$ cat config.mk
export PLATFORM = sky130hd
export DESIGN_NAME = spt_ctrl
export DESIGN_NICKNAME = d
export VERILOG_FILES = /design/src/rtl/core/spt_pkg.sv /design/src/rtl/core/spt_ctrl.sv
export SDC_FILE = /design/constraint.sdc
export NUM_CORES = 1
export LEC_CHECK = 0
export BUFFER_PORTS_ARGS = -buffer_cell sky130_fd_sc_hd__buf_2
export CAP_MARGIN = 20
export CORE_AREA = 4 4 41 43
export CTS_CLUSTER_DIAMETER = 30
export CTS_CLUSTER_SIZE = 25
export DETAILED_ROUTE_END_ITERATION = 7
export DIE_AREA = 0 0 45 47
export SLEW_MARGIN = 20
export SYNTH_ARGS = -nofsm -noshare
export SYNTH_HDL_FRONTEND = slang
export SYNTH_SLANG_ARGS = --single-unit
export TNS_END_PERCENT = 30
$ cat constraint.sdc
create_clock -name clock -period 4.3 [get_ports clock]
set_clock_uncertainty 0.05 [all_clocks]
set_input_delay 0.645 -clock clock [delete_from_list [all_inputs] [get_ports clock]]
set_output_delay 0.645 -clock clock [all_outputs]
set_load 0.05 [all_outputs]
$ cat src/rtl/core/spt_pkg.sv
`timescale 1ns / 1ps
`default_nettype none
package spt_pkg;

   localparam int SEG_SLOTS   = 16;
   localparam int PAGE_SLOTS  = 16;
   localparam int PAGE_DEPTH  = SEG_SLOTS * PAGE_SLOTS;
   localparam int SEG_IDX_W   = (SEG_SLOTS > 1) ? $clog2(SEG_SLOTS) : 1;
   localparam int PAGE_IDX_W  = (PAGE_SLOTS > 1) ? $clog2(PAGE_SLOTS) : 1;
   localparam int PAGE_ADDR_W = (PAGE_DEPTH > 1) ? $clog2(PAGE_DEPTH) : 1;

   localparam int ADDR_W         = 32;
   localparam int SEG_NBITS_MAX  = 12;
   localparam int PAGE_NBITS_MAX = 20;

   // request actions
   localparam logic [1:0] ACT_TRANSLATE  = 2'd0;
   localparam logic [1:0] ACT_SEG_WRITE  = 2'd1;
   localparam logic [1:0] ACT_PAGE_WRITE = 2'd2;

   // response status codes
   localparam logic [1:0] STAT_OK         = 2'd0;
   localparam logic [1:0] STAT_SEG_FAULT  = 2'd1;
   localparam logic [1:0] STAT_PAGE_FAULT = 2'd2;
   localparam logic [1:0] STAT_WRITTEN    = 2'd3;

   // register file
   localparam int         CSR_ADDR_W     = 3;
   localparam logic       CSR_SEG_NBITS  = 1'b0;
   localparam logic       CSR_PAGE_NBITS = 1'b1;
   localparam logic [3:0] SEG_NBITS_RST  = 4'd4;
   localparam logic [4:0] PAGE_NBITS_RST = 5'd8;

   typedef struct packed {
      logic [1:0]  action;
      logic [31:0] virtual_address;
      logic [3:0]  seg_slot;
      logic [3:0]  page_slot;
      logic        entry_valid;
      logic [11:0] seg_id;
      logic [31:0] seg_length;
      logic [19:0] page_id;
      logic [19:0] frame;
   } req_type;

   typedef struct packed {
      logic [1:0]  status;
      logic [11:0] seg_field;
      logic [30:0] seg_offset;
      logic [19:0] page_field;
      logic [30:0] page_offset;
      logic [31:0] physical_address;
   } rsp_type;

   typedef enum logic [5:0] {
      S_IDLE   = 6'b000001,
      S_DECODE = 6'b000010,
      S_SEG    = 6'b000100,
      S_PAGE   = 6'b001000,
      S_FINISH = 6'b010000,
      S_EMIT   = 6'b100000
   } state_type;

   typedef struct packed {
      logic       capture;
      logic       decode;
      logic       seg_scan;
      logic       page_scan;
      logic       finish;
      logic       set_status;
      logic [1:0] status;
      logic       emit;
   } cmd_type;

   typedef struct packed {
      logic seg_match;
      logic seg_in_limit;
      logic seg_last;
      logic page_hit;
      logic page_miss;
   } stat_type;

endpackage
`default_nettype wire

$ cat src/rtl/core/spt_ctrl.sv
`timescale 1ns / 1ps
`default_nettype none
module spt_ctrl (
   input  wire logic             clock,
   input  wire logic             reset,
   input  wire logic             req_valid,
   input  wire logic [1:0]       req_action,
   output logic                  req_ready,
   output logic                  rsp_valid,
   input  wire logic             rsp_ready,
   input  wire spt_pkg::stat_type stat,
   output spt_pkg::cmd_type      cmd
);

   spt_pkg::state_type state_ff, state_in;
   logic               rsp_valid_ff, rsp_valid_in;
   logic               accept;

   assign req_ready = (state_ff == spt_pkg::S_IDLE);
   assign accept    = req_valid && req_ready;
   assign rsp_valid = rsp_valid_ff;

   always_comb begin
      state_in = state_ff;
      cmd      = '0;
      unique case (state_ff)
         spt_pkg::S_IDLE: begin
            if (accept) begin
               cmd.capture = 1'b1;
               if (req_action == spt_pkg::ACT_TRANSLATE) begin
                  state_in = spt_pkg::S_DECODE;
               end else begin
                  cmd.set_status = 1'b1;
                  cmd.status     = spt_pkg::STAT_WRITTEN;
                  state_in       = spt_pkg::S_EMIT;
               end
            end
         end
         spt_pkg::S_DECODE: begin
            cmd.decode = 1'b1;
            state_in   = spt_pkg::S_SEG;
         end
         spt_pkg::S_SEG: begin
            cmd.seg_scan = 1'b1;
            if (stat.seg_match && stat.seg_in_limit) begin
               state_in = spt_pkg::S_PAGE;
            end else if (stat.seg_match || stat.seg_last) begin
               cmd.set_status = 1'b1;
               cmd.status     = spt_pkg::STAT_SEG_FAULT;
               state_in       = spt_pkg::S_EMIT;
            end
         end
         spt_pkg::S_PAGE: begin
            cmd.page_scan = 1'b1;
            if (stat.page_hit) begin
               state_in = spt_pkg::S_FINISH;
            end else if (stat.page_miss) begin
               cmd.set_status = 1'b1;
               cmd.status     = spt_pkg::STAT_PAGE_FAULT;
               state_in       = spt_pkg::S_EMIT;
            end
         end
         spt_pkg::S_FINISH: begin
            cmd.finish     = 1'b1;
            cmd.set_status = 1'b1;
            cmd.status     = spt_pkg::STAT_OK;
            state_in       = spt_pkg::S_EMIT;
         end
         spt_pkg::S_EMIT: begin
            // hold until the response register frees up
            if (!rsp_valid_ff || rsp_ready) begin
               cmd.emit = 1'b1;
               state_in = spt_pkg::S_IDLE;
            end
         end
         default: begin
            state_in = spt_pkg::S_IDLE;
         end
      endcase
   end

   always_comb begin
      rsp_valid_in = rsp_valid_ff;
      if (cmd.emit) begin
         rsp_valid_in = 1'b1;
      end else if (rsp_ready) begin
         rsp_valid_in = 1'b0;
      end
   end

   always_ff @(posedge clock) begin
      if (reset) begin
         state_ff     <= spt_pkg::S_IDLE;
         rsp_valid_ff <= 1'b0;
      end else begin
         state_ff     <= state_in;
         rsp_valid_ff <= rsp_valid_in;
      end
   end

endmodule
`default_nettype wire

# == Word level (Yosys, flattened, before mapping) ==
# Index checks and enable logic that the tools add are counted.
# classes
n_eq_ne,10
n_mux,25
reduce_logical,8
# ops
operator,n
two-way mux 6 bit,7
case mux 6 bit (6 select lines),1
two-way mux 3 bit,6
case mux 3 bit (4 select lines),1
two-way mux 1 bit,10
"== test 6 x 1 -> 1 bit, second input constant",1
"== test 6 x 2 -> 1 bit, second input constant",1
"== test 6 x 3 -> 1 bit, second input constant",1
"== test 6 x 4 -> 1 bit, second input constant",1
"== test 6 x 5 -> 1 bit, second input constant",1
"== test 6 bit, second input constant",1
"!= test 3 bit, second input constant",2
AND reduction 4 bit,1
logical AND 1 bit,2
logical NOT 2 bit,1
logical OR 1 bit,2
"!= test 2 x 1 -> 1 bit, second input constant",1
"!= test 2 bit, second input constant",1
nonzero test 2 bit,1
logical NOT 1 bit,1
# totals
inputBits,11
output_inout_bits,11
regBits,7
word_cells,45

# == Logic depth before layout (Yosys ltp) ==
# Gate-level depths: netlist of the first run.
# depth
word_depth,5
mapped_depth,7

# == Least setup slack after synthesis of the first run ==
# Ideal clock, no wire load.
# synth_path
kind,reg2out
from,register state_ff[1]
to,output port cmd[3] in the netlist's numbering
path_stages_with_launch,8
path_slack_ps,717
arrival_time_ps,2888
n_path_buf,1
path_cell_list,dfxtp_1 -> or4_1 -> or3b_1 -> buf_6 -> inv_1 -> nand3b_1 -> o21ai_0 -> or3b_2
# synth_rtl
item,line,rtl
"start, declared",spt_ctrl.sv:15,"spt_pkg::state_type state_ff, state_in;"
"start signal, assigned",spt_ctrl.sv:93,state_ff <= spt_pkg::S_IDLE;
"start signal, assigned",spt_ctrl.sv:96,state_ff <= state_in;
"end, declared",spt_ctrl.sv:12,output spt_pkg::cmd_type cmd

==> results.md, run 1 <==
| Group | Metric | This run |
|:---|:---|:---|
| routing | Via Count | 481 |
| global route | Pin count of the biggest net entering global routing | 7 |
| synth | Ranking of synthesized cells by instance count | dfxtp_1 (7), nor2_1 (6), nor4_1 (5) |
| synth | Count of mapped cells out of synthesis | 55 |
| routing | Detailed route wirelength on metal2 | 483 um |
| global route | Vias in the first global route | 404 |
| power and ir drop | Part of the power in combinational logic | 0.627 |
| routing | Number of violations reported at the end of detailed-routing iteration 0 | 8 |
| synth | Synth cell types | 28 |
| synth | Async S/R FF share, synth | 0 |
| sta | Worst hold slack | 529 ps |
| synth | Leading cell type by number of instances after synthesis | dfxtp_1 |
| power and ir drop | Switching portion of total power | 0.532 |
| setup path | Worst endpoint required time | 3610 ps |
| cts | Number of buffers inserted by post-CTS setup repair | 0 |
| sta | Final setup violation count | 0 |
| synth | Proportion of netlist area held by the largest area contributor | 0.307 |
| cts | Number of resized instances in the post-cts repair step | 0 |
| setup path | Stage delay of the slowest cell on the critical path | 540 ps |
| setup path | Highest-delay cell along the critical path | or4_1 |
| routing | M1 wire length | 495 um |
| setup path | Nature of the critical path startpoint | register |
| sta | Worst slew slack as a fraction of its limit | 0.632 |
| cts | Sink Count | 7 |
| synth | Post-synthesis register bit count | 7 |
| cts | Insertion delay of the later-clocked pin in the worst-skew pair | 250 ps |
| routing | Detail Route met3 WL | 108 um |
| layout | Final instance count without filler cells | 92 |
| place | Total instance count after detailed placement | 88 |
| setup path | Worst setup path class | reg -> out |
| sta | Setup slack after layout | 1240 ps |
| sta | Hold violation total from the final report | 0 |
| synth | Cell taking the most area after synthesis | dfxtp_1 |
| sta | Max-slew violation total from the final report | 0 |
| floorplan | Horizontal extent of the die | 45 um |
| sta | Achievable frequency | 326 MHz |
| routing | Pre-Repair DR Iteration Count | 4 |
| power and ir drop | Leakage dissipation | 0.000279 uW |
| synth | Cell types occupying the most area after synthesis | dfxtp_1 (31%), nor4_1 (6.8%), o221ai_4 (5.8%) |
| floorplan | Rows | 13 |
| power and ir drop | Power density over the cells | 705 nW/um2 |
| setup path | Largest fanout of any net on the critical path | 6 |
| routing | Highest metal layer with signal wires | met4 |
| synth | Largest family of logic cells by synthesized area | simple AND/OR/NAND/NOR gates |
| setup path | CP cell instances | or4_1 -> or3b_1 -> inv_1 -> nand3b_1 -> o21ai_0 -> or3b_2 -> buf_2 |
| synth | Area share of xor/xnor cells in the synthesized design | 0 |
| layout | Number of nets in the layout | 89 |
| cts | CTS Hold Buffers Added | 0 |
| synth | Mapped Nets | 66 |
| global route | Global router's overall resource usage | 0.114 |
| place | Number of port buffers | 21 |
| layout | Total of fill cells in the finished design | 143 |
| routing | DRT antenna net count | 0 |
| cts | H-tree Lvls | 1 |
| power and ir drop | Clock share of power | 0.147 |
| synth | Synthesized area per cell | 8.30 um2 |
| layout | Inserted Diodes | 0 |
| power and ir drop | Switching power total | 218 uW |
| setup path | Crit path capture type | output port |
| global route | Total grt overflow | 0 |
| place | Minimum setup slack after placement | 1510 ps |
| synth | Cell Area, Synth | 457 um2 |
| sta | Shortest clock period the worst path allows after layout | 3060 ps |
| setup path | Cell family contributing the most delay on the critical path | simple AND/OR/NAND/NOR gates |
| setup path | Data arrival time of the worst path | 2370 ps |
| sta | Final Cycle Share | 0.713 |
| synth | Leading register cell type out of synthesis | dfxtp_1 |
| synth | Fraction of synthesized area in multiplexers | 0 |
| sta | Setup TNS Final | 0 ps |
| routing | Total detailed-routing wirelength | 1100 um |
| sta | RSZ-0062 raised after global routing | no |
| synth | Complex-gate fraction of the synthesized area | 0.153 |
| cts | Clock tree from TritonCTS | done |
| routing | Average detailed-routed wire length per instance | 12.0 um |
| cts | Clock buffer depth | 2 |
| routing | Total DRC errors in the routed layout | 0 |
| place | Final GP Congestion | 0.789 |
| power and ir drop | Max IR drop VDD | 387 uV |
| sta | Measured slew at the worst slew-check pin | 547 ps |
| worst hold path | Hold Path Class | in -> reg |
| floorplan | Initial core utilization | 0.351 |
| floorplan | Die span in y | 47 um |
| power and ir drop | Internal power contribution | 191 uW |
| synth | Simple logic cell fraction of the synthesized area | 0.466 |
| floorplan | Top Ports | 22 |
| global route | Number of antenna violations at the first check in global routing | 0 |
| routing | Avg Vias per Cell | 5.23 |
| synth | Arithmetic-cell share of the synthesized area counting full adders, half adders and majority gates | 0 |
| global route | First-pass GRT wire length | 1660 um |
| job | Number of max-capacitance violations reported | 0 |
| synth | Warnings from Yosys | 0 |
| floorplan | Total Die Area | 2120 um2 |
| cts | CTS Root Cell | clkbuf_4 |
| setup path | Buffer and inverter count on the worst path | 2 |
| floorplan | Placeable core region | 1300 um2 |
| synth | Post-synth EDFFs | 0 |
| layout | Fraction of final layout cells with drive strength greater than 1 | 0.390 |
| place | Final HPWL from detailed placement | 938 um |
| power and ir drop | Reg power frac | 0.227 |
| cts | Cts bufs inserted | 3 |
| cts | Clock transition time at the flip-flop clock pins of the worst setup and hold paths | 50 ps |
| outcome | Status | complete, no violations |
| layout | Area added between synthesis and finish | 27.1% |
| synth | Register area share after synthesis | 0.307 |
==> power by group through the flow <==
stage	sequential [uW]	combinational (uW)	clock [uW]
2_1_floorplan	94.6	224	0
3_3_place_gp	93.6	256	0
3_5_place_dp	94.0	256	0
4_1_cts	92.8	257	62.1
5_1_grt	94.3	276	64.3
6_report	92.8	256	60.0
==> stage by stage <==
step / util / total power [uW] / instance area, um2
after floorplan: - / 319 / 457
after global placement: 0.426 / 350 / 554
after detailed placement: 0.426 / 350 / 554
after CTS: 0.446 / 412 / 581
after global routing: 0.446 / 434 / 581
final: 0.446 / 409 / 581
==> state kept, by name, indices dropped and copies added, names as in the netlist <==
name / cells
state_ff: 6
rsp_valid: 1
==> final timing paths <==
check / start / to / slack, ps / cells past startpoint
hold reg to reg: rsp_valid$_SDFFE_PP0P_ / rsp_valid$_SDFFE_PP0P_ / 550 / 2
setup reg to reg: state_ff[1]$_SDFFE_PP0P_ / state_ff[0]$_SDFFE_PP1P_ / 2200 / 5
setup / recovery: state_ff[1]$_SDFFE_PP0P_ / cmd[3] / 1240 / 7
hold / removal: req_action[1] / state_ff[1]$_SDFFE_PP0P_ / 530 / 2
==> cell type report <==
type / count / area (um2) / share of cell area
Inverter: 2 / 7.51 / 0.0129
Sequential cell: 7 / 140 / 0.241
Multi-Input combinational cell: 43 / 283 / 0.487
Timing Repair Buffer: 21 / 105 / 0.181
Clock buffer: 4 / 26.3 / 0.0453
Tap cell: 15 / 18.8 / 0.0323
==> cells in the final DEF, fill, tap and decap left out, types with 2 or more instances in the layout <==
| master | n |
|---|---|
| nor3b_1 | 2 |
| nand3_1 | 2 |
| nor2_1 | 6 |
| o21ai_0 | 2 |
| nor4_1 | 5 |
| inv_1 | 2 |
| nor2b_1 | 2 |
| dfxtp_1 | 7 |
| nand3b_1 | 3 |
| nand2_1 | 4 |
| buf_2 | 21 |
| and2_1 | 2 |
| clkbuf_4 | 3 |
==> cell families after synthesis <==
group	after synthesis
flops	7
simple gates	35
buf+inv	5
compound gates	8
==> per-layer routing <==
metal,vias to the layer above,GRT usage
li1,248,-
met1,212,0.138
met2,19,0.169
met3,2,0.0575
met4,0,0.0526
met5,-,0
Note: power is estimated with default switching activity, not from simulation.
==> inputs of run 2 (changes only) <==
Settings changed: ABC_AREA set to 1, CORE_AREA 4 4 41 43 to not set, CORE_MARGIN set to 4, CORE_UTILIZATION set to 41, DIE_AREA 0 0 45 47 to not set, PLACE_DENSITY set to 0.72.
Clock period 4.3 ns to 2.7 ns, I/O delays scaled along.
==> run 2 against run 1 <==
First-iteration DRC count rose by 13%. Sequential cell count unchanged. Largest cell class unchanged. Critical endpoint unchanged. Hold slack worse by 210 ps.
==> results.md, run 2 <==
| Group | Metric | This run | Change |
|:---|:---|:---|:---|
| outcome | Status | complete, no violations |  |
| cts | Clock buffer depth | 2 | unchanged |
| routing | Total detailed-routing wirelength | 1140 um | +3.2% |
| synth | Mapped Nets | 95 | +44% |
| power and ir drop | Power density over the cells | 486 nW/um2 | -31% |
| layout | Fraction of final layout cells with drive strength greater than 1 | 0.374 | -0.0158 |
| routing | Avg Vias per Cell | 4.56 | -13% |
| floorplan | Horizontal extent of the die | 44.4 um | -1.4% |
| power and ir drop | Reg power frac | 0.347 | +0.120 |
| setup path | Critical path startpoint | state_ff[3]$_SDFFE_PP0P_ |  |
| synth | Synth cell types | 18 | -36% |
| cts | Clock transition time at the flip-flop clock pins of the worst setup and hold paths | 50 ps | about the same |
| setup path | Cell family contributing the most delay on the critical path | simple AND/OR/NAND/NOR gates |  |
| layout | Register with the most flip-flops | state_ff |  |
| cts | Cts bufs inserted | 3 | unchanged |
| setup path | Largest fanout of any net on the critical path | 4 | -2 |
| global route | Total grt overflow | 0 | unchanged |
| power and ir drop | Leakage dissipation | 0.000405 uW | +45% |
| synth | Register area share after synthesis | 0.258 | -0.0488 |
| synth | Post-synthesis register bit count | 7 | unchanged |
| cts | Clock tree from TritonCTS | done |  |
| worst hold path | Hold Path Class | in -> reg |  |
| routing | Total DRC errors in the routed layout | 0 | unchanged |
| setup path | Nature of the critical path startpoint | register |  |
| synth | Post-synth EDFFs | 0 | unchanged |
| routing | Number of violations reported at the end of detailed-routing iteration 0 | 9 | +1 |
| cts | Number of resized instances in the post-cts repair step | 0 | unchanged |
| global route | Vias in the first global route | 472 | +17% |
| place | Number of port buffers | 21 | unchanged |
| floorplan | Top Ports | 22 | unchanged |
| floorplan | Die span in y | 44.4 um | -5.6% |
| power and ir drop | Switching portion of total power | 0.391 | -0.141 |
| setup path | Worst endpoint required time | 2250 ps | -1360 ps |
| synth | Cell types occupying the most area after synthesis | dfxtp_1 (26%), nor2_4 (12%), inv_1 (11%) |  |
| power and ir drop | Internal power contribution | 200 uW | +4.6% |
| synth | Cell taking the most area after synthesis | dfxtp_1 |  |
| cts | Sink Count | 7 | unchanged |
| setup path | Instance count on the critical path | 7 | unchanged |
| sta | Measured slew at the worst slew-check pin | 245 ps | -302 ps |
| sta | Achievable frequency | 507 MHz |  |
| synth | Synthesized area per cell | 6.46 um2 | -22% |
| sta | Max-slew violation total from the final report | 0 | unchanged |
| cts | Insertion delay of the later-clocked pin in the worst-skew pair | 240 ps | about the same |
| place | Total instance count after detailed placement | 117 | +33% |
| routing | DRT antenna net count | 0 | unchanged |
| routing | Pre-Repair DR Iteration Count | 4 | unchanged |
| cts | Number of buffers inserted by post-CTS setup repair | 0 | unchanged |
| layout | Area added between synthesis and finish | 24.7% |  |
| synth | Cell Area, Synth | 543 um2 | +19% |
| routing | Via Count | 552 | +15% |
| sta | Hold violation total from the final report | 0 | unchanged |
| synth | Ranking of synthesized cells by instance count | inv_1 (16), nor2_1 (14), nand2_1 (12) |  |
| sta | Final Cycle Share | 0.730 |  |
| setup path | Crit path capture type | output port |  |
| place | Final HPWL from detailed placement | 983 um | +4.9% |
| setup path | End point of the critical path | cmd[3] |  |
| floorplan | Total Die Area | 1970 um2 | -6.8% |
| setup path | Data arrival time of the worst path | 1520 ps | -850 ps |
| setup path | R2R Path End | state_ff[0]$_SDFFE_PP1P_ |  |
| power and ir drop | Clock share of power | 0.275 | +0.128 |
| setup path | Buffer and inverter count on the worst path | 2 | unchanged |
| sta | Shortest clock period the worst path allows after layout | 1970 ps |  |
| routing | Average detailed-routed wire length per instance | 9.38 um | -22% |
| global route | First-pass GRT wire length | 1870 um | +13% |
| setup path | Stage delay of the slowest cell on the critical path | 360 ps | -180 ps |
| synth | Warnings from Yosys | 0 | unchanged |
| layout | Final instance count without filler cells | 121 | +32% |
| synth | Leading cell type by number of instances after synthesis | inv_1 |  |
| setup path | Highest-delay cell along the critical path | dfxtp_1 |  |
| setup path | Worst R2R Start | state_ff[1]$_SDFFE_PP0P_ |  |
| cts | H-tree Lvls | 1 | unchanged |
| cts | CTS Hold Buffers Added | 0 | unchanged |
| synth | Leading register cell type out of synthesis | dfxtp_1 |  |
| layout | Highest-count cells in the layout ignoring fill and taps | buf_2 (21), inv_1 (16), nor2_1 (14), nand2_1 (12), nand3_1 (9) |  |
| synth | Proportion of netlist area held by the largest area contributor | 0.258 | -0.0488 |
| sta | Setup TNS Final | 0 ps | unchanged |
| place | Final GP Congestion | 0.878 | +11% |
| setup path | Worst setup path class | reg -> out |  |
| synth | Count of mapped cells out of synthesis | 84 | +53% |
| layout | Number of flip-flops under the largest register name | 6 | unchanged |
| layout | Inserted Diodes | 0 | unchanged |
| global route | Pin count of the biggest net entering global routing | 7 | unchanged |
| sta | Worst hold slack | 320 ps | -209 ps |
| sta | Worst slew slack as a fraction of its limit | 0.835 | +0.204 |
| setup path | CP cell instances | inv_1 -> nor2_1 -> nand3_1 -> nor2_1 -> nor2_1 -> nand3_1 -> buf_2 |  |
| cts | CTS Root Cell | clkbuf_4 |  |
| global route | Global router's overall resource usage | 0.129 | +0.0142 |
| floorplan | Rows | 12 | -1 |
| setup path | FF-to-FF setup slack | 1450 ps | -750 ps |
| global route | Number of antenna violations at the first check in global routing | 0 | unchanged |
| synth | Async S/R FF share, synth | 0 | unchanged |
| sta | RSZ-0062 raised after global routing | no |  |
| setup path | Most Frequent Cell on Critical Path | nor2_1 |  |
| power and ir drop | Switching power total | 129 uW | -41% |
| power and ir drop | Part of the power in combinational logic | 0.377 | -0.250 |
| setup path | Worst Reg2Reg Path Length in Cells | 8 | +3 |
| job | Number of max-capacitance violations reported | 0 | unchanged |
| floorplan | Placeable core region | 1170 um2 | -10% |
| sta | Final setup violation count | 0 | unchanged |
| layout | Most common cell after layout, fill and taps aside | buf_2 |  |
| floorplan | Initial core utilization | 0.464 | +0.113 |
| power and ir drop | Max IR drop VDD | 206 uV | -47% |
| layout | Number of nets in the layout | 119 | +34% |
run 2: changes by cell type in the layout (fill, tap and decap cells not counted), sizes merged, moves of 2 or more:
cell    delta
nor4       -5
nor3b      -2
nand3      +8
nor2      +14
or3b       -2
and2       -2
nand4      +3
a21oi      +2
inv       +17
nor2b      -2
nand2     +10
nand3b     -3
run 2: through the flow:
stage	area (um2)	worst slack (ps)	util	power [uW]
6_report	677	729	0.578	329
5_1_grt	677	615	0.578	351
4_1_cts	677	730	0.578	333
3_5_place_dp	651	1000	0.556	241
3_3_place_gp	651	1020	0.556	240
2_1_floorplan	543	444	-	215
run 2: worst min-delay path by stage:
stage / slack [ps] / start / to / cells past startpoint
detailed placement: 550 / rsp_valid$_SDFFE_PP0P_ / rsp_valid$_SDFFE_PP0P_ / 4
CTS: 310 / reset / state_ff[2]$_SDFFE_PP0P_ / 2
global route: 320 / reset / state_ff[2]$_SDFFE_PP0P_ / 2
finish: 320 / reset / state_ff[2]$_SDFFE_PP0P_ / 2
floorplan: 420 / reset / state_ff[2]$_SDFFE_PP0P_ / 1
global placement: 530 / rsp_valid$_SDFFE_PP0P_ / rsp_valid$_SDFFE_PP0P_ / 4
run 2: cell type report:
cell class,count,area [um2]
fill,113,494
multi-input combinational,56,317
tap,14,17.5
inverter,19,71.3
sequential,7,140
timing repair buffer,21,105
clock buffer,4,26.3
run 2: worst register-to-register path, delay by kind of cell (launching register included):
kind / cells / cell delay [ps]
flip-flops: 1 / 360
AND/OR/NAND/NOR: 8 / 720
run 2: metal layers:
metal	track usage	vias up	share of wire
li1	-	304	-
met1	0.167	226	0.49
met2	0.195	20	0.42
met3	0.0163	2	0.061
met4	0.0904	0	0.021
met5	0	-	0
run 2: power by group through the flow:
stage	Clock [uW]	Combinational (uW)	Sequential, uW
6_report	90.6	124	114
2_1_floorplan	0	97.7	117
3_3_place_gp	0	124	116
4_1_cts	94.4	125	114
3_5_place_dp	0	124	116
5_1_grt	100	136	115
run 2: cells by family (layout without fill, tap and decap cells):
family | count (synthesis) | in the layout | synth area share
and+or+nand+nor | 51 | 51 | 0.537
DFF | 7 | 7 | 0.258
buffers and inverters | 21 | 44 | 0.159
AOI/OAI and AO/OA | 5 | 5 | 0.0461
==> inputs of run 3 (changes only) <==
Clock period 2.7 ns to 1.65 ns, I/O delays scaled along.
==> run 3 against run 2 <==
The run now ends with negative setup slack left. Critical endpoint unchanged. Combinational power up 100%. Highest routed layer unchanged. Count of clock-buffer cells in the layout stayed put. Non-clock buffer count grew 2. Global-route usage up 2.6 points. Hold slack got worse by 170 ps.
==> results.md, run 3 (synthesis gave the netlist of run 2 again) <==
| Group | Metric | This run | Change |
|:---|:---|:---|:---|
| outcome | Status | finished, violations left |  |
| outcome | Violated checks | negative setup slack |  |
| routing | Average detailed-routed wire length per instance | 11.4 um | +22% |
| power and ir drop | Reg power frac | 0.317 | -0.030 |
| layout | Area of the multi-input gates | 358 um2 | +13% |
| power and ir drop | Max IR drop VDD | 459 uV | +120% |
| place | Final GP Congestion | 0.883 | +0.57% |
| routing | DRT antenna net count | 0 | unchanged |
| layout | Number of nets in the layout | 121 | +1.7% |
| sta | RSZ-0062 raised after global routing | yes |  |
| power and ir drop | Clock share of power | 0.262 | -0.013 |
| power and ir drop | Internal power contribution | 358 uW | +79% |
| cts | Sink Count | 7 | unchanged |
| setup path | R2R Path End | state_ff[0]$_SDFFE_PP1P_ |  |
| setup path | Buffer and inverter count on the worst path | 2 | unchanged |
| power and ir drop | Leakage dissipation | 0.000432 uW | +6.8% |
| place | Number of port buffers | 21 | unchanged |
| layout | Number of flip-flops under the largest register name | 6 | unchanged |
| setup path | Stage delay of the slowest cell on the critical path | 340 ps | -20 ps |
| worst hold path | Hold Path Class | in -> reg |  |
| floorplan | Horizontal extent of the die | 44.4 um | unchanged |
| setup path | FF-to-FF setup slack | 320 ps | -1130 ps |
| floorplan | Top Ports | 22 | unchanged |
| floorplan | Die span in y | 44.4 um | unchanged |
| global route | Pin count of the biggest net entering global routing | 7 | unchanged |
| global route | Number of antenna violations at the first check in global routing | 0 | unchanged |
| sta | Worst hold slack | 153 ps | -168 ps |
| sta | Setup slack after layout | -74.2 ps | -804 ps |
| setup path | Worst R2R Start | state_ff[5]$_SDFFE_PP0P_ |  |
| setup path | Worst setup path class | reg -> out |  |
| layout | Highest-count cells in the layout ignoring fill and taps | inv_1 (16), nor2_1 (13), buf_2 (13), nand2_1 (10), nand3_1 (7) |  |
| cts | Clock transition time at the flip-flop clock pins of the worst setup and hold paths | 50 ps | about the same |
| sta | Final Cycle Share | 1.04 |  |
| setup path | Highest-delay cell along the critical path | dfxtp_2 |  |
| setup path | Most Frequent Cell on Critical Path | nor2_1 |  |
| cts | Clock tree from TritonCTS | done |  |
| setup path | Data arrival time of the worst path | 1430 ps | -90 ps |
| setup path | Crit path capture type | output port |  |
| cts | Insertion delay of the later-clocked pin in the worst-skew pair | 250 ps | about the same |
| sta | Final setup violation count | 4 | +4 |
| setup path | Worst Reg2Reg Path Length in Cells | 9 | +1 |
| sta | Shortest clock period the worst path allows after layout | 1720 ps |  |
| layout | Fraction of final layout cells with drive strength greater than 1 | 0.495 | +0.122 |
| floorplan | Placeable core region | 1170 um2 | unchanged |
| sta | Measured slew at the worst slew-check pin | 262 ps | +17.4 ps |
| layout | Area added between synthesis and finish | 45.6% |  |
| floorplan | Total Die Area | 1970 um2 | unchanged |
| global route | Vias in the first global route | 571 | +21% |
| routing | Avg Vias per Cell | 4.78 | +4.8% |
| power and ir drop | Power density over the cells | 754 nW/um2 | +55% |
| layout | Finished Core Util | 0.675 | +0.0972 |
| power and ir drop | Switching power total | 238 uW | +85% |
| sta | Max-slew violation total from the final report | 0 | unchanged |
| place | Minimum setup slack after placement | 104 ps | -896 ps |
| sta | Achievable frequency | 580 MHz |  |
| power and ir drop | Post-route total power | 596 uW | +81% |
| job | Number of max-capacitance violations reported | 0 | unchanged |
| layout | Final design area excluding fillers | 791 um2 | +17% |
| routing | Number of violations reported at the end of detailed-routing iteration 0 | 9 | unchanged |
| setup path | CP cell instances | nor2_4 -> buf_6 -> nand3_4 -> nor2_1 -> nor2_1 -> nand3_2 -> buf_8 |  |
| layout | Total of fill cells in the finished design | 94 | -17% |
| global route | Total grt overflow | 0 | unchanged |
| routing | Via Count | 588 | +6.5% |
| floorplan | Initial core utilization | 0.464 | unchanged |
| worst hold path | Worst hold path stage count | 2 | unchanged |
| global route | First-pass GRT wire length | 2240 um | +20% |
| worst hold path | Destination of the worst hold path | state_ff[3]$_SDFFE_PP0P_ |  |
| worst hold path | Startpoint of the lowest-slack hold path | reset |  |
| cts | Clock buffer depth | 2 | unchanged |
| setup path | Largest fanout of any net on the critical path | 4 | unchanged |
| place | Instance area at placement | 654 um2 | +0.58% |
| setup path | Cell family contributing the most delay on the critical path | simple AND/OR/NAND/NOR gates |  |
| layout | Register with the most flip-flops | state_ff |  |
| cts | H-tree Lvls | 1 | unchanged |
| sta | Hold violation total from the final report | 0 | unchanged |
| cts | CTS Hold Buffers Added | 0 | unchanged |
| layout | Most common cell after layout, fill and taps aside | inv_1 |  |
| layout | Inserted Diodes | 0 | unchanged |
| power and ir drop | Switching portion of total power | 0.399 | +0.00769 |
| place | Final HPWL from detailed placement | 1030 um | +4.6% |
| routing | Total detailed-routing wirelength | 1400 um | +24% |
| power and ir drop | Part of the power in combinational logic | 0.421 | +0.044 |
| floorplan | Rows | 12 | unchanged |
| cts | CTS Root Cell | clkbuf_4 |  |
| global route | Global router's overall resource usage | 0.155 | +0.0264 |
| setup path | Nature of the critical path startpoint | register |  |
| cts | Cts bufs inserted | 3 | unchanged |
| routing | Pre-Repair DR Iteration Count | 4 | unchanged |
| routing | Total DRC errors in the routed layout | 0 | unchanged |
| setup path | Worst endpoint required time | 1350 ps | -900 ps |
| layout | Footprint of the flip-flops and latches | 148 um2 | +5.4% |
| sta | Worst slew slack as a fraction of its limit | 0.824 | -0.0112 |
==> run 3: cell types whose count changed in the layout (fill, tap and decap cells not counted), sizes merged <==
| cell | previous run | this run |
|---|---|---|
| clkbuf | 4 | 5 |
| buf | 21 | 22 |
==> run 3: power by group through the flow <==
| stage | sequential, uW | clock (uW) | combinational (uW) |
|---|---|---|---|
| 5_1_grt | 190 | 169 | 271 |
| 3_5_place_dp | 191 | 0 | 206 |
| 4_1_cts | 187 | 164 | 228 |
| 6_report | 189 | 156 | 251 |
| 2_1_floorplan | 192 | 0 | 162 |
| 3_3_place_gp | 190 | 0 | 205 |
==> run 3: what timing repair did <==
item                                    in CTS  in global routing
pin swaps                                    2                  6
gates resized for setup                     16                 15
endpoints found under the setup margin       6                  9
buffers inserted                             0                  2
endpoints found under the hold margin        0                  0
==> run 3: cell type report <==
class / count / area share
flip-flops and latches: 7 / 0.187
repair buffers: 23 / 0.215
clock buffers: 4 / 0.0332
well taps: 14 / 0.0222
inverters: 19 / 0.0902
multi-input cells: 56 / 0.453
==> run 3: worst register-to-register path, cell delays in order, from the launching register on <==
cell and delay (ps):
dfxtp_2 340, nor2_4 220, buf_4 160, nand3_1 110, nand2_1 100, inv_1 40, nand2_1 40, nor2_1 40
nand2_1 70, nand3_1 60
==> run 3: per-layer routing <==
metal | track usage | part of all wire | vias up
li1 | - | - | 306
met1 | 0.164 | 0.43 | 252
met2 | 0.259 | 0.47 | 28
met3 | 0.0285 | 0.082 | 2
met4 | 0.139 | 0.016 | 0
met5 | 0 | 0 | -
==> run 3: worst max path at each step <==
| stage | cells past startpoint | start | end | slack (ps) |
|---|---|---|---|---|
| 6_report | 7 | state_ff[5]$_SDFFE_PP0P_ | cmd[3] | -70 |
| 4_1_cts | 6 | state_ff[4]$_SDFFE_PP0P_ | cmd[2] | -50 |
| 3_3_place_gp | 6 | state_ff[4]$_SDFFE_PP0P_ | cmd[3] | 130 |
| 3_5_place_dp | 7 | state_ff[3]$_SDFFE_PP0P_ | cmd[3] | 100 |
| 2_1_floorplan | 6 | state_ff[0]$_SDFFE_PP1P_ | cmd[3] | -140 |
| 5_1_grt | 6 | state_ff[5]$_SDFFE_PP0P_ | cmd[2] | -140 |
==> run 3: through the flow <==
step,cells,TNS (ps)
3_3_place_gp,117,0
5_1_grt,123,-749
6_report,123,-200
3_5_place_dp,117,0
4_1_cts,121,-158
2_1_floorplan,84,-215
